File: src/rtl/ndt_pkg.sv
package ndt_pkg;

    localparam int VERTEX_DEPTH = 4096;
    localparam int UNIQUE_DEPTH = 1024;
    localparam int COMP_W       = 16;

    localparam int VTX_AW   = $clog2(VERTEX_DEPTH);
    localparam int UNQ_AW   = $clog2(UNIQUE_DEPTH);
    localparam int FILL_W   = UNQ_AW + 1;
    localparam int VIDX_W   = 16;
    localparam int OP_W     = 2;
    localparam int VCNT_W   = 13;
    localparam int TOL_W    = 16;
    localparam int CFG_W    = 16;
    localparam int CFG_IW   = 1;
    localparam int SUM_W    = COMP_W + 3;

    localparam logic [TOL_W-1:0]  TOL_RESET   = TOL_W'(3);
    localparam logic [CFG_IW-1:0] CFG_VCOUNT  = CFG_IW'(0);
    localparam logic [CFG_IW-1:0] CFG_TOL     = CFG_IW'(1);

    typedef enum logic [OP_W-1:0] {
        OP_LOAD   = 2'd0,
        OP_CORNER = 2'd1,
        OP_CLEAR  = 2'd2,
        OP_NOP    = 2'd3
    } t_op;

    typedef enum logic [1:0] {
        S_IDLE,
        S_FETCH,
        S_SEARCH,
        S_DONE
    } t_state;

    typedef struct packed {
        logic signed [COMP_W-1:0] x;
        logic signed [COMP_W-1:0] y;
        logic signed [COMP_W-1:0] z;
    } t_norm;

    typedef struct packed {
        logic wr_vertex;
        logic clear;
        logic start;
        logic fetch;
        logic take_oor;
        logic search;
        logic finish_hit;
        logic finish_miss;
        logic load_out;
    } t_cmd;

    typedef struct packed {
        logic oor;
        logic hit;
        logic miss_end;
        logic out_free;
    } t_stat;

endpackage

File: src/rtl/ndt_ctrl.sv
module ndt_ctrl (
    input  logic                          i_clk,
    input  logic                          i_rst_n,
    input  logic                          i_in_valid,
    input  logic [ndt_pkg::OP_W-1:0]      i_operation,
    input  ndt_pkg::t_stat                i_stat,
    output logic                          o_in_ready,
    output ndt_pkg::t_cmd                 o_cmd
);

    ndt_pkg::t_state r_state;
    ndt_pkg::t_state n_state;
    ndt_pkg::t_op    w_op;

    assign w_op = ndt_pkg::t_op'(i_operation);

    always_ff @(posedge i_clk) begin
        if (!i_rst_n) begin
            r_state <= ndt_pkg::S_IDLE;
        end else begin
            r_state <= n_state;
        end
    end

    always_comb begin
        n_state    = r_state;
        o_cmd      = '0;
        o_in_ready = 1'b0;
        unique case (r_state)
            ndt_pkg::S_IDLE: begin
                o_in_ready = 1'b1;
                if (i_in_valid) begin
                    unique case (w_op)
                        ndt_pkg::OP_LOAD:   o_cmd.wr_vertex = 1'b1;
                        ndt_pkg::OP_CLEAR:  o_cmd.clear = 1'b1;
                        ndt_pkg::OP_CORNER: begin
                            o_cmd.start = 1'b1;
                            n_state     = ndt_pkg::S_FETCH;
                        end
                        ndt_pkg::OP_NOP:    ;
                        default:            ;
                    endcase
                end
            end
            ndt_pkg::S_FETCH: begin
                // vertex normal arrives from the store this cycle
                o_cmd.fetch = 1'b1;
                if (i_stat.oor) begin
                    o_cmd.take_oor = 1'b1;
                    n_state        = ndt_pkg::S_DONE;
                end else begin
                    n_state = ndt_pkg::S_SEARCH;
                end
            end
            ndt_pkg::S_SEARCH: begin
                o_cmd.search = 1'b1;
                if (i_stat.hit) begin
                    o_cmd.finish_hit = 1'b1;
                    n_state          = ndt_pkg::S_DONE;
                end else if (i_stat.miss_end) begin
                    o_cmd.finish_miss = 1'b1;
                    n_state           = ndt_pkg::S_DONE;
                end
            end
            ndt_pkg::S_DONE: begin
                if (i_stat.out_free) begin
                    o_cmd.load_out = 1'b1;
                    n_state        = ndt_pkg::S_IDLE;
                end
            end
            default: n_state = ndt_pkg::S_IDLE;
        endcase
    end

endmodule

File: config.mk
export PLATFORM = sky130hd
export DESIGN_NAME = ndt_ctrl
export DESIGN_NICKNAME = d
export VERILOG_FILES = /design/src/rtl/ndt_pkg.sv /design/src/rtl/ndt_ctrl.sv
export SDC_FILE = /design/constraint.sdc
export NUM_CORES = 1
export LEC_CHECK = 0
export BUFFER_PORTS_ARGS = -buffer_cell sky130_fd_sc_hd__buf_4
export CAP_MARGIN = 15
export CELL_PAD_IN_SITES_DETAIL_PLACEMENT = 1
export CELL_PAD_IN_SITES_GLOBAL_PLACEMENT = 1
export CORE_AREA = 2 2 39 41
export DETAILED_ROUTE_END_ITERATION = 7
export DIE_AREA = 0 0 41 43
export PLACE_DENSITY = 0.66
export SLEW_MARGIN = 0
export SYNTH_ARGS = -nofsm -noshare
export SYNTH_HDL_FRONTEND = slang
export SYNTH_SLANG_ARGS = --single-unit
File: constraint.sdc
create_clock -name i_clk -period 4.15 [get_ports i_clk]
set_input_delay 0.415 -clock i_clk [delete_from_list [all_inputs] [get_ports i_clk]]
set_output_delay 0.415 -clock i_clk [all_outputs]
set_load 0.03 [all_outputs]
* Yosys cells after proc, flatten, opt, wreduce, memory -nomap -nowiden
Cells that the tools add are included.
** Storage, ports and cells
- Register bits :: 2
- Bits in latches :: 0
- RAM bits :: 0
- ROM bits :: 0
- Bits of input ports :: 9
- Output and inout port bits :: 10
- Word-level logic and storage cells :: 34
- Memories kept :: 0
** Operators by class
- Add/subtract/negate cells :: 0
- $mul :: 0
- Divide/modulo/power cells :: 0
- Magnitude comparators :: 0
- Equal/unequal tests :: 9
- Shifts and indexed selects :: 0
- Mux-type cells :: 21
- Bitwise operators :: 0
- Reductions and logical operators :: 3
** Operators by type and width (number)
- 2-bit two-way mux :: 6
- 1-bit two-way mux :: 11
- 3-bit two-way mux :: 3
- 2-bit case mux with 4 select lines :: 1
- 2-bit == test (second input constant) :: 3
- 2-bit by 1-bit == test with 1-bit output (second input constant) :: 2
- 2-bit logical NOT :: 2
- 2-bit != test (second input constant) :: 2
- 4-bit AND reduction :: 1
- 3-bit != test (second input constant) :: 1
- 2-bit by 1-bit != test with 1-bit output (second input constant) :: 1

* Depth between registers and ports, before layout
Gate-level depths: netlist of run 1.
- Word-level depth :: 4
- Gate-level depth with buffers :: 6

* Worst setup path before layout of run 1
OpenSTA, ideal clock, no wires.
- Path type :: register to output
- Start point :: register r_state[0]
- End point :: output port o_cmd[7] in the netlist's numbering
- Data arrival time :: 1.749 ns
- Required time :: 3.735 ns
- Setup slack :: 1.986 ns
- Stages on the path, launching flop included :: 5
- Buffers on the path :: 0
- Cells stage by stage :: dfxtp_1 inv_1 ha_1 nand2_1 nor3b_1
** RTL lines
- from (decl) :: RTL line ndt_ctrl.sv:11 : ndt_pkg::t_state r_state;
- from (signal assigned) :: RTL line ndt_ctrl.sv:19 : r_state <= ndt_pkg::S_IDLE;
- from (signal assigned) :: RTL line ndt_ctrl.sv:21 : r_state <= n_state;
- to (decl) :: RTL line ndt_ctrl.sv:8 : output ndt_pkg::t_cmd o_cmd

==> results of run 1 <==
==> routing by layer <==
metal,up-vias,GRT usage [%]
met2,11,13.13
li1,141,-
met1,120,7.006
met5,-,0
met3,0,3.141
met4,0,8.000
==> placed cells by master (no fill, tap or decap), drive strengths merged <==
| master | netlist | final |
|---|---|---|
| a21o | 1 | 1 |
| a21oi | 1 | 1 |
| a221oi | 1 | 1 |
| a31o | 1 | 1 |
| and2 | 2 | 2 |
| and3b | 1 | 1 |
| buf | 0 | 18 |
| clkbuf | 0 | 3 |
| dfxtp | 2 | 2 |
| ha | 5 | 5 |
| inv | 4 | 4 |
| nand2 | 4 | 4 |
| nand3 | 1 | 1 |
| nand3b | 1 | 1 |
| nor3 | 1 | 1 |
| nor3b | 3 | 3 |
| o21ai | 1 | 1 |
==> cell usage after synthesis <==
cell type	number	area share (%)
ha_1	5	24
inv_1	4	5.8
nand2_1	4	5.8
nor3b_1	3	8.7
and2_1	2	4.8
dfxtp_1	2	15
a21o_1	1	2.9
a21oi_1	1	1.9
a221oi_4	1	10
a31o_1	1	3.4
and3b_1	1	3.4
nand3_1	1	1.9
nand3b_4	1	7.7
nor3_1	1	1.9
o21ai_0	1	1.9
==> logic make-up after synthesis <==
group,Yosys count
and+or+nand+nor,13
DFF,2
buffers and inverters,4
adders and majority gates,5
AOI/OAI and AO/OA,5
==> layout make-up <==
type | count | area, µm²
fill | 166 | 947.2
multi-input combinational | 23 | 203.9
timing repair buffer | 18 | 135.1
sequential | 2 | 40.04
clock buffer | 3 | 22.52
tap | 16 | 20.02
inverter | 4 | 15.01
==> critical path, delay by kind of cell, from the launching register on <==
kind	cells	cell delay, ns
flip-flops	1	0.33
buffers and inverters	2	0.32
AND/OR/NAND/NOR	2	0.31
adder cells (fa/ha/maj)	1	0.25
==> path summary, 6_finish.rpt <==
path | start | to | slack [ns] | depth (start not counted)
setup / recovery | r_state[0] | o_cmd[7] | 2.29 | 5
hold / removal | i_rst_n | r_state[0] | 0.44 | 2
setup reg to reg | r_state[0] | r_state[0] | 2.60 | 6
hold reg to reg | r_state[1] | r_state[1] | 0.53 | 2
==> power by group through the flow <==
stage	Sequential (mW)	Combinational (mW)	Clock [mW]
CTS	0.0331	0.138	0.0464
global route	0.0341	0.147	0.0488
detailed placement	0.0334	0.137	0
finish	0.0328	0.135	0.0430
floorplan	0.0309	0.0963	0
global placement	0.0326	0.136	0
==> out/metrics.csv, run 1 <==
metric;value;unit
Pre-Repair DR Iteration Count;2;
clock sink count;2;
post-detailed-route DRC marker count;0;
peak clock frequency supported by timing;538.6;MHz
setup slack at placement;2.508;ns
status;finished clean;
Ys Warns;0;
fin nets;66;
mux contribution to synthesized area;0;%
detail-routed via count per cell;4.121;
largest net degree at the start of global routing;6;
Initial Utilization;18.72;%
GRT Util Overall;8.208;%
Synth Cell Area;259.0;µm²
hold buffers post-CTS;0;
number of max-slew violations in the final report;0;
post-placement cell area;414.1;µm²
share of total power in the clock network;20.4;%
number of flip-flops under the largest register name;2;
antenna violations before repair;0;
met2 routed wirelength;333;µm
H-tree depth;1;
chip height;43;µm
Setup CP Type;flop to output port;
Root Buffer;clkbuf_4;
routed length per placed instance;9.318;µm
Placer Congestion;0.5902;
Seq pwr share;15.5;%
x dimension of the die;41;µm
max-capacitance violation count;0;
layout overhead on the synthesized area;68.60;%
final hold violation count;0;
transition time at the pin with the least slew margin;0.3720;ns
P_sw;0.09633;mW
largest driver fanout on the critical path;4;
total inserted antenna cells;0;
met3 routed wirelength;56;µm
Pwr Density;482.8;nW/µm²
arrival time of the worst setup path;1.44;ns
Placed Cells;63;
wire length of the first global-routing pass;952;µm
Crit. End Element;output port;
total via count after detailed routing;272;
Inserted Clock Buffers;3;
tightest hold margin;0.4374;ns
number of buffer cells added on primary ports;18;
FP Rows;14;
sum of negative setup slack;0;ns
instance count of the mapped netlist;29;
vias in the first global route;267;
number of top-level design ports;19;
core area;1384;µm²
final worst path period need;1.857;ns
fraction of the mapped netlist area in adder cells;24.15;%
half-perimeter wire length of the detailed placement result;510.6;µm
unrepaired setup endpoints after global routing;false;
Comb power frac;64.1;%
CP Cell Sequence;inv_1 > ha_1 > nand2_1 > nor3b_1 > buf_4;
post-route ant nets;0;
Regs by FF count;r_state (2);
Non-Filler Cell Area, Final;436.7;µm²
xor and xnor area share after synthesis;0;%
average size of a mapped cell;8.931;µm²
clk buf depth;2;
Hold Crit Class;input pin to flop;
number of post-CTS setup repair buffers;0;
Peak VDD IR;0.0001305;V
total wirelength of the detailed-routed design;615;µm
Post-Synth Simple-Gate Area;34.30;%
sequential-to-total area share from yosys stat;15.46;%
number of resized instances in the post-cts repair step;0;
count of endpoints failing setup in the final report;0;
Worst Setup Start Kind;flop;
required time of the worst setup path;3.73;ns
final non-filler cell total;66;
CTS tree;yes;
clock latency reported for the late side of the worst-skew pair;0.22;ns
maximum cell stage delay along the critical path;0.33;ns
DRC marker count from the first detailed-route iteration;1;
Cell variety after synth;15;
Crit-path slowest cell;dfxtp_1;
period utilisation layout;44.74;%
layout cells sized above 1;46.00;%
post-layout power;0.2108;mW
worst setup slack after layout;2.293;ns
fraction of power spent switching nets;45.70;%
max layer used;met3;
share of the core filled with cells;31.56;%
Biggest register;r_state;
Yosys reg bits;2;
residual overflow from global routing;0;
Metal-1 WL;225;µm
Total Die Area;1763;µm²
compound-cell area share of the yosys netlist;20.29;%
Worst Clk Skew;0.0009164;ns
Internal Dissipation;0.1145;mW
largest family of logic cells by synthesized area;simple AND/OR/NAND/NOR gates;
clock input transition at the sequential cells of the worst setup and hold paths;0.03;ns
LEAKAGE;0.2315;nW
number of nets produced by synthesis;43;
worst-case headroom to the max-slew limit;75.15;%
No activity file was read; power rests on OpenSTA's default activity.
==> run 2: changes to the inputs <==
Settings changed: ABC_AREA set to 1, PLACE_DENSITY 0.66 to 0.74.
Clock period 4.15 ns to 1.8 ns, I/O delays scaled along.
==> out/metrics.csv, run 2 <==
metric;value;unit;change
detail-routed via count per cell;4.057;;-1.6%
max-capacitance violation count;0;;unchanged
Total Die Area;1763;µm²;unchanged
layout cells sized above 1;31.94;%;-14 points
GRT Util Overall;10.91;%;+2.7 points
Crit. End Element;output port;;
number of post-CTS setup repair buffers;0;;unchanged
final worst path period need;1.626;ns;
core area;1384;µm²;unchanged
FP Rows;14;;unchanged
top library cells by usage in the layout, fill and taps aside;18 x buf_4, 14 x nand2_1, 12 x inv_1;;
clock sink count;2;;unchanged
Placed Cells;85;;+35%
library cell with the largest summed area after synthesis;ha_1;;
number of buffer cells added on primary ports;18;;unchanged
wire length of the first global-routing pass;1338;µm;+41%
DRC marker count from the first detailed-route iteration;1;;unchanged
period utilisation layout;90.32;%;
post-route ant nets;0;;unchanged
most repeated cell in the gate-level netlist after synthesis;nand2_1;;
Setup CP Type;flop to output port;;
transition time at the pin with the least slew margin;0.1923;ns;-0.1797 ns
half-perimeter wire length of the detailed placement result;689.2;µm;+35%
arrival time of the worst setup path;1.45;ns;about the same
largest net degree at the start of global routing;6;;unchanged
total inserted antenna cells;0;;unchanged
total via count after detailed routing;357;;+31%
CTS tree;yes;;
vias in the first global route;368;;+38%
Pwr Density;1372;nW/µm²;+180%
required time of the worst setup path;1.62;ns;-2.11 ns
Internal Dissipation;0.3036;mW;+170%
residual overflow from global routing;0;;unchanged
fin nets;88;;+33%
CP Cell Sequence;inv_1 > ha_1 > nand2_1 > nor3_1 > buf_4;;
P_sw;0.3316;mW;+240%
Root Buffer;clkbuf_4;;
dominant synthesized flop cell;dfxtp_1;;
largest driver fanout on the critical path;5;;+1
Placer Congestion;0.7091;;+20%
most used standard cells in the synthesized netlist;14 x nand2_1, 12 x inv_1, 9 x nor2_1;;
sequential-to-total area share from yosys stat;14.04;%;-1.4 points
hold buffers post-CTS;0;;unchanged
Inserted Clock Buffers;3;;unchanged
setup slack at placement;0.4001;ns;-2.108 ns
unrepaired setup endpoints after global routing;false;;
Comb power frac;71.6;%;+7.5 points
Ys Warns;0;;unchanged
count of endpoints failing setup in the final report;0;;unchanged
number of max-slew violations in the final report;0;;unchanged
number of top-level design ports;19;;unchanged
Hold Crit Class;input pin to flop;;
antenna violations before repair;0;;unchanged
clock input transition at the sequential cells of the worst setup and hold paths;0.03;ns;about the same
portion of synthesized cell area occupied by the leading cell type;21.93;%;-2.2 points
Cell variety after synth;11;;-4
peak clock frequency supported by timing;615.1;MHz;
Pre-Repair DR Iteration Count;4;;+2
layout overhead on the synthesized area;62.28;%;
total wirelength of the detailed-routed design;771;µm;+25%
worst setup slack after layout;0.1742;ns;-2.119 ns
final hold violation count;0;;unchanged
Yosys reg bits;2;;unchanged
Peak VDD IR;0.0004944;V;+280%
average size of a mapped cell;5.594;µm²;-37%
number of nets produced by synthesis;65;;+51%
post-detailed-route DRC marker count;0;;unchanged
Worst Clk Skew;0.0005552;ns;-0.0003611 ns
LEAKAGE;0.2930;nW;+27%
post-layout power;0.6352;mW;+200%
x dimension of the die;41;µm;unchanged
number of resized instances in the post-cts repair step;0;;unchanged
routed length per placed instance;8.761;µm;-6.0%
number of enable-type register cells in the synthesized netlist;0;;unchanged
share of total power in the clock network;15.2;%;-5.2 points
Worst Setup Start Kind;flop;;
Biggest register;r_state;;
chip height;43;µm;unchanged
Crit-path slowest cell;dfxtp_1;;
worst-case headroom to the max-slew limit;87.08;%;+12 points
Initial Utilization;20.61;%;+1.9 points
final non-filler cell total;88;;+33%
Synth async-reset ratio;0;%;unchanged
number of flip-flops under the largest register name;2;;unchanged
clock latency reported for the late side of the worst-skew pair;0.22;ns;about the same
Regs by FF count;r_state (2);;
H-tree depth;1;;unchanged
fraction of power spent switching nets;52.20;%;+6.5 points
instance count of the mapped netlist;51;;+76%
clk buf depth;2;;unchanged
status;finished clean;;
Seq pwr share;13.2;%;-2.3 points
most common cell after layout, fill and taps aside;buf_4;;
Synth Cell Area;285.3;µm²;+10%
maximum cell stage delay along the critical path;0.32;ns;about the same
most area-consuming cells after synthesis;ha_1 22%, nand2_1 18%, inv_1 16%;;
## run 2: cell count changes in the layout (fill, tap and decap cells not counted), sizes merged, moves of 2 or more
cell | before | now
nand3 | 1 | 3
nor2 | 0 | 10
and2 | 2 | 0
inv | 4 | 12
nor3b | 3 | 0
nand2 | 4 | 14
## run 2: final cells by class
class,count,area [µm²]
fill,192,920.9
multi-input combinational,37,200.2
timing repair buffer,18,135.1
inverter,12,45.04
sequential,2,40.04
clock buffer,3,22.52
tap,16,20.02
## run 2: kinds of logic after synthesis
| group | count (synthesis) | synth area share (%) |
|---|---|---|
| compound gates | 2 | 4.823 |
| fa+ha+maj | 5 | 21.93 |
| buf+inv | 12 | 15.79 |
| flops | 2 | 14.04 |
| simple gates | 30 | 43.42 |
## run 2: power groups by stage
stage | Clock (mW) | Sequential (mW) | Combinational (mW)
2_1_floorplan | 0 | 0.0799 | 0.327
3_3_place_gp | 0 | 0.0834 | 0.452
3_5_place_dp | 0 | 0.0861 | 0.459
4_1_cts | 0.103 | 0.0855 | 0.461
5_1_grt | 0.103 | 0.0886 | 0.517
6_report | 0.0964 | 0.0841 | 0.455
## run 2: worst max-delay path, delay by kind of cell, from the launching register on
kind / cells / cell delay (ns)
buffers and inverters: 2 / 0.35
adders and majority gates: 1 / 0.26
and+or+nand+nor: 2 / 0.30
DFF: 1 / 0.32
## run 2: worst paths after layout
check | startpoint | endpoint | slack [ns] | cells past startpoint
worst max-delay path | r_state[0] | o_cmd[8] | 0.17 | 5
worst min-delay path | i_rst_n | r_state[1] | 0.19 | 3
worst max register to register | r_state[0] | r_state[0] | 0.50 | 6
worst min register to register | r_state[0] | r_state[0] | 0.53 | 2
## run 2: through the flow
stage	hold WS, ns	util (%)	TNS [ns]	instance area, µm²
finish	0.1875	33.45	0	462.9
global placement	0.4101	31.83	0	440.4
CTS	0.1823	33.45	0	462.9
floorplan	0.3007	-	-0.06213	285.3
global route	0.2128	33.45	0	462.9
detailed placement	0.4156	31.83	0	440.4
## run 2: metal layers
| metal | GRT usage, % | wire [µm] | vias to the layer above |
|---|---|---|---|
| met5 | 0 | 0 | - |
| met2 | 18.13 | 409 | 9 |
| met1 | 12.42 | 329 | 154 |
| li1 | - | - | 194 |
| met3 | 0 | 33 | 0 |
| met4 | 8.000 | 0 | 0 |
==> run 3: changes to the inputs <==
==> constraint.sdc (replaced) <==
create_clock -name i_clk -period 1.8 [get_ports i_clk]
set_input_delay 0 -clock i_clk [delete_from_list [all_inputs] [get_ports i_clk]]
set_output_delay 0 -clock i_clk [all_outputs]
set_load 0.03 [all_outputs]
==> out/metrics.csv, run 3 (synthesis results as in run 2) <==
metric;value;unit;change
Hold Crit Class;input pin to flop;;
clock latency reported for the late side of the worst-skew pair;0.23;ns;about the same
Min-Delay Path Depth;3;;unchanged
routed length per placed instance;9.250;µm;+5.6%
Worst Clk Skew;0.004934;ns;+0.004379 ns
CTS tree;yes;;
worst setup slack after layout;0.3601;ns;+0.1859 ns
peak clock frequency supported by timing;694.5;MHz;+13%
number of post-CTS setup repair buffers;0;;unchanged
x dimension of the die;41;µm;unchanged
hold-critical path endpoint;r_state[0];;
Pwr Density;1381;nW/µm²;+0.63%
number of flip-flops under the largest register name;2;;unchanged
clock sink count;2;;unchanged
Pre-Repair DR Iteration Count;3;;-1
number of buffer cells added on primary ports;18;;unchanged
final worst path period need;1.440;ns;-0.1859 ns
largest net degree at the start of global routing;6;;unchanged
period utilisation layout;80.00;%;-10 points
vias in the first global route;345;;-6.3%
fill cell count;188;;-2.1%
Reg-to-Reg Start;r_state[0];;
total wirelength of the detailed-routed design;814;µm;+5.6%
Setup CP Type;flop to output port;;
worst-case headroom to the max-slew limit;87.08;%;about the same
Regs by FF count;r_state (2);;
Reg2Reg Depth;6;;unchanged
count of endpoints failing setup in the final report;0;;unchanged
hold buffers post-CTS;0;;unchanged
Crit. End Element;output port;;
most common cell after layout, fill and taps aside;buf_4;;
post-detailed-route DRC marker count;0;;unchanged
max-capacitance violation count;0;;unchanged
clock input transition at the sequential cells of the worst setup and hold paths;0.03;ns;about the same
fin nets;88;;unchanged
Initial Utilization;20.61;%;unchanged
number of max-slew violations in the final report;0;;unchanged
LEAKAGE;0.2930;nW;unchanged
Placer Congestion;0.7186;;+1.3%
arrival time of the worst setup path;1.44;ns;about the same
core area;1384;µm²;unchanged
top library cells by usage in the layout, fill and taps aside;18 x buf_4, 14 x nand2_1, 12 x inv_1;;
antenna violations before repair;0;;unchanged
sum of negative setup slack;0;ns;unchanged
DRC marker count from the first detailed-route iteration;3;;+2
half-perimeter wire length of the detailed placement result;665.5;µm;-3.4%
FP Rows;14;;unchanged
transition time at the pin with the least slew margin;0.1939;ns;+0.001523 ns
Total Die Area;1763;µm²;unchanged
layout cells sized above 1;31.94;%;unchanged
H-tree depth;1;;unchanged
Peak VDD IR;0.0003948;V;-20%
total inserted antenna cells;0;;unchanged
share of the core filled with cells;33.45;%;unchanged
Inserted Clock Buffers;3;;unchanged
total via count after detailed routing;353;;-1.1%
launch point of the worst hold path;i_rst_n;;
Worst R2R End;r_state[1];;
Biggest register;r_state;;
number of top-level design ports;19;;unchanged
layout overhead on the synthesized area;62.28;%;unchanged
wire length of the first global-routing pass;1366;µm;+2.1%
status;finished clean;;
chip height;43;µm;unchanged
setup slack at placement;0.4655;ns;+0.06544 ns
Worst Setup Start Kind;flop;;
detail-routed via count per cell;4.011;;-1.1%
final hold violation count;0;;unchanged
clk buf depth;2;;unchanged
post-route ant nets;0;;unchanged
required time of the worst setup path;1.80;ns;+0.18 ns
largest driver fanout on the critical path;5;;unchanged
number of resized instances in the post-cts repair step;0;;unchanged
Root Buffer;clkbuf_4;;
residual overflow from global routing;0;;unchanged
internal reg-to-reg setup slack;0.49;ns;about the same
unrepaired setup endpoints after global routing;false;;
GRT Util Overall;11.42;%;+0.51 points
-- run 3: layer usage --
| metal | track usage, % | wire (µm) | vias up |
|---|---|---|---|
| li1 | - | - | 192 |
| met1 | 13.42 | 358 | 152 |
| met2 | 17.81 | 403 | 9 |
| met3 | 4.712 | 51 | 0 |
| met4 | 4.000 | 0 | 0 |
| met5 | 0 | 0 | - |
-- run 3: how the worst max path moves through the flow --
stage                            end  startpoint  slack, ns  cells past startpoint
after global placement    r_state[0]  r_state[0]       0.51                      6
after floorplan             o_cmd[7]  r_state[0]       0.15                      4
after detailed placement  r_state[1]  r_state[0]       0.47                      6
after global routing        o_cmd[7]  r_state[0]       0.22                      5
final                       o_cmd[8]  r_state[0]       0.36                      5
after CTS                   o_cmd[8]  r_state[0]       0.34                      5
-- run 3: critical path, stage by stage (launching register included) --
cell	delay, ns
dfxtp_1	0.34
inv_1	0.15
ha_1	0.27
nand2_1	0.12
nor3_1	0.15
buf_4	0.19
-- run 3: final cells by class --
| cell class | count | area (µm²) | share of cell area (%) |
|---|---|---|---|
| multi-input cells | 37 | 200.2 | 43.24 |
| repair buffers | 18 | 135.1 | 29.19 |
| inverters | 12 | 45.04 | 9.730 |
| flip-flops and latches | 2 | 40.04 | 8.649 |
| clock buffers | 3 | 22.52 | 4.865 |
| well taps | 16 | 20.02 | 4.324 |
-- run 3: stage by stage --
step	area [µm²]	power [mW]	hold WS, ns	instances
after floorplan	285.3	0.4068	0.1153	51
after global placement	440.4	0.5388	0.2316	85
after detailed placement	440.4	0.5455	0.2398	85
after CTS	462.9	0.6518	0.005863	88
after global routing	462.9	0.7092	0.01509	88
final	462.9	0.6392	0.008743	88
-- run 3: power by group --
group | switching [mW] | internal [mW]
clock network | 0.0258 | 0.0736
registers | 0.0231 | 0.0632
logic | 0.286 | 0.168
total | 0.334 | 0.305
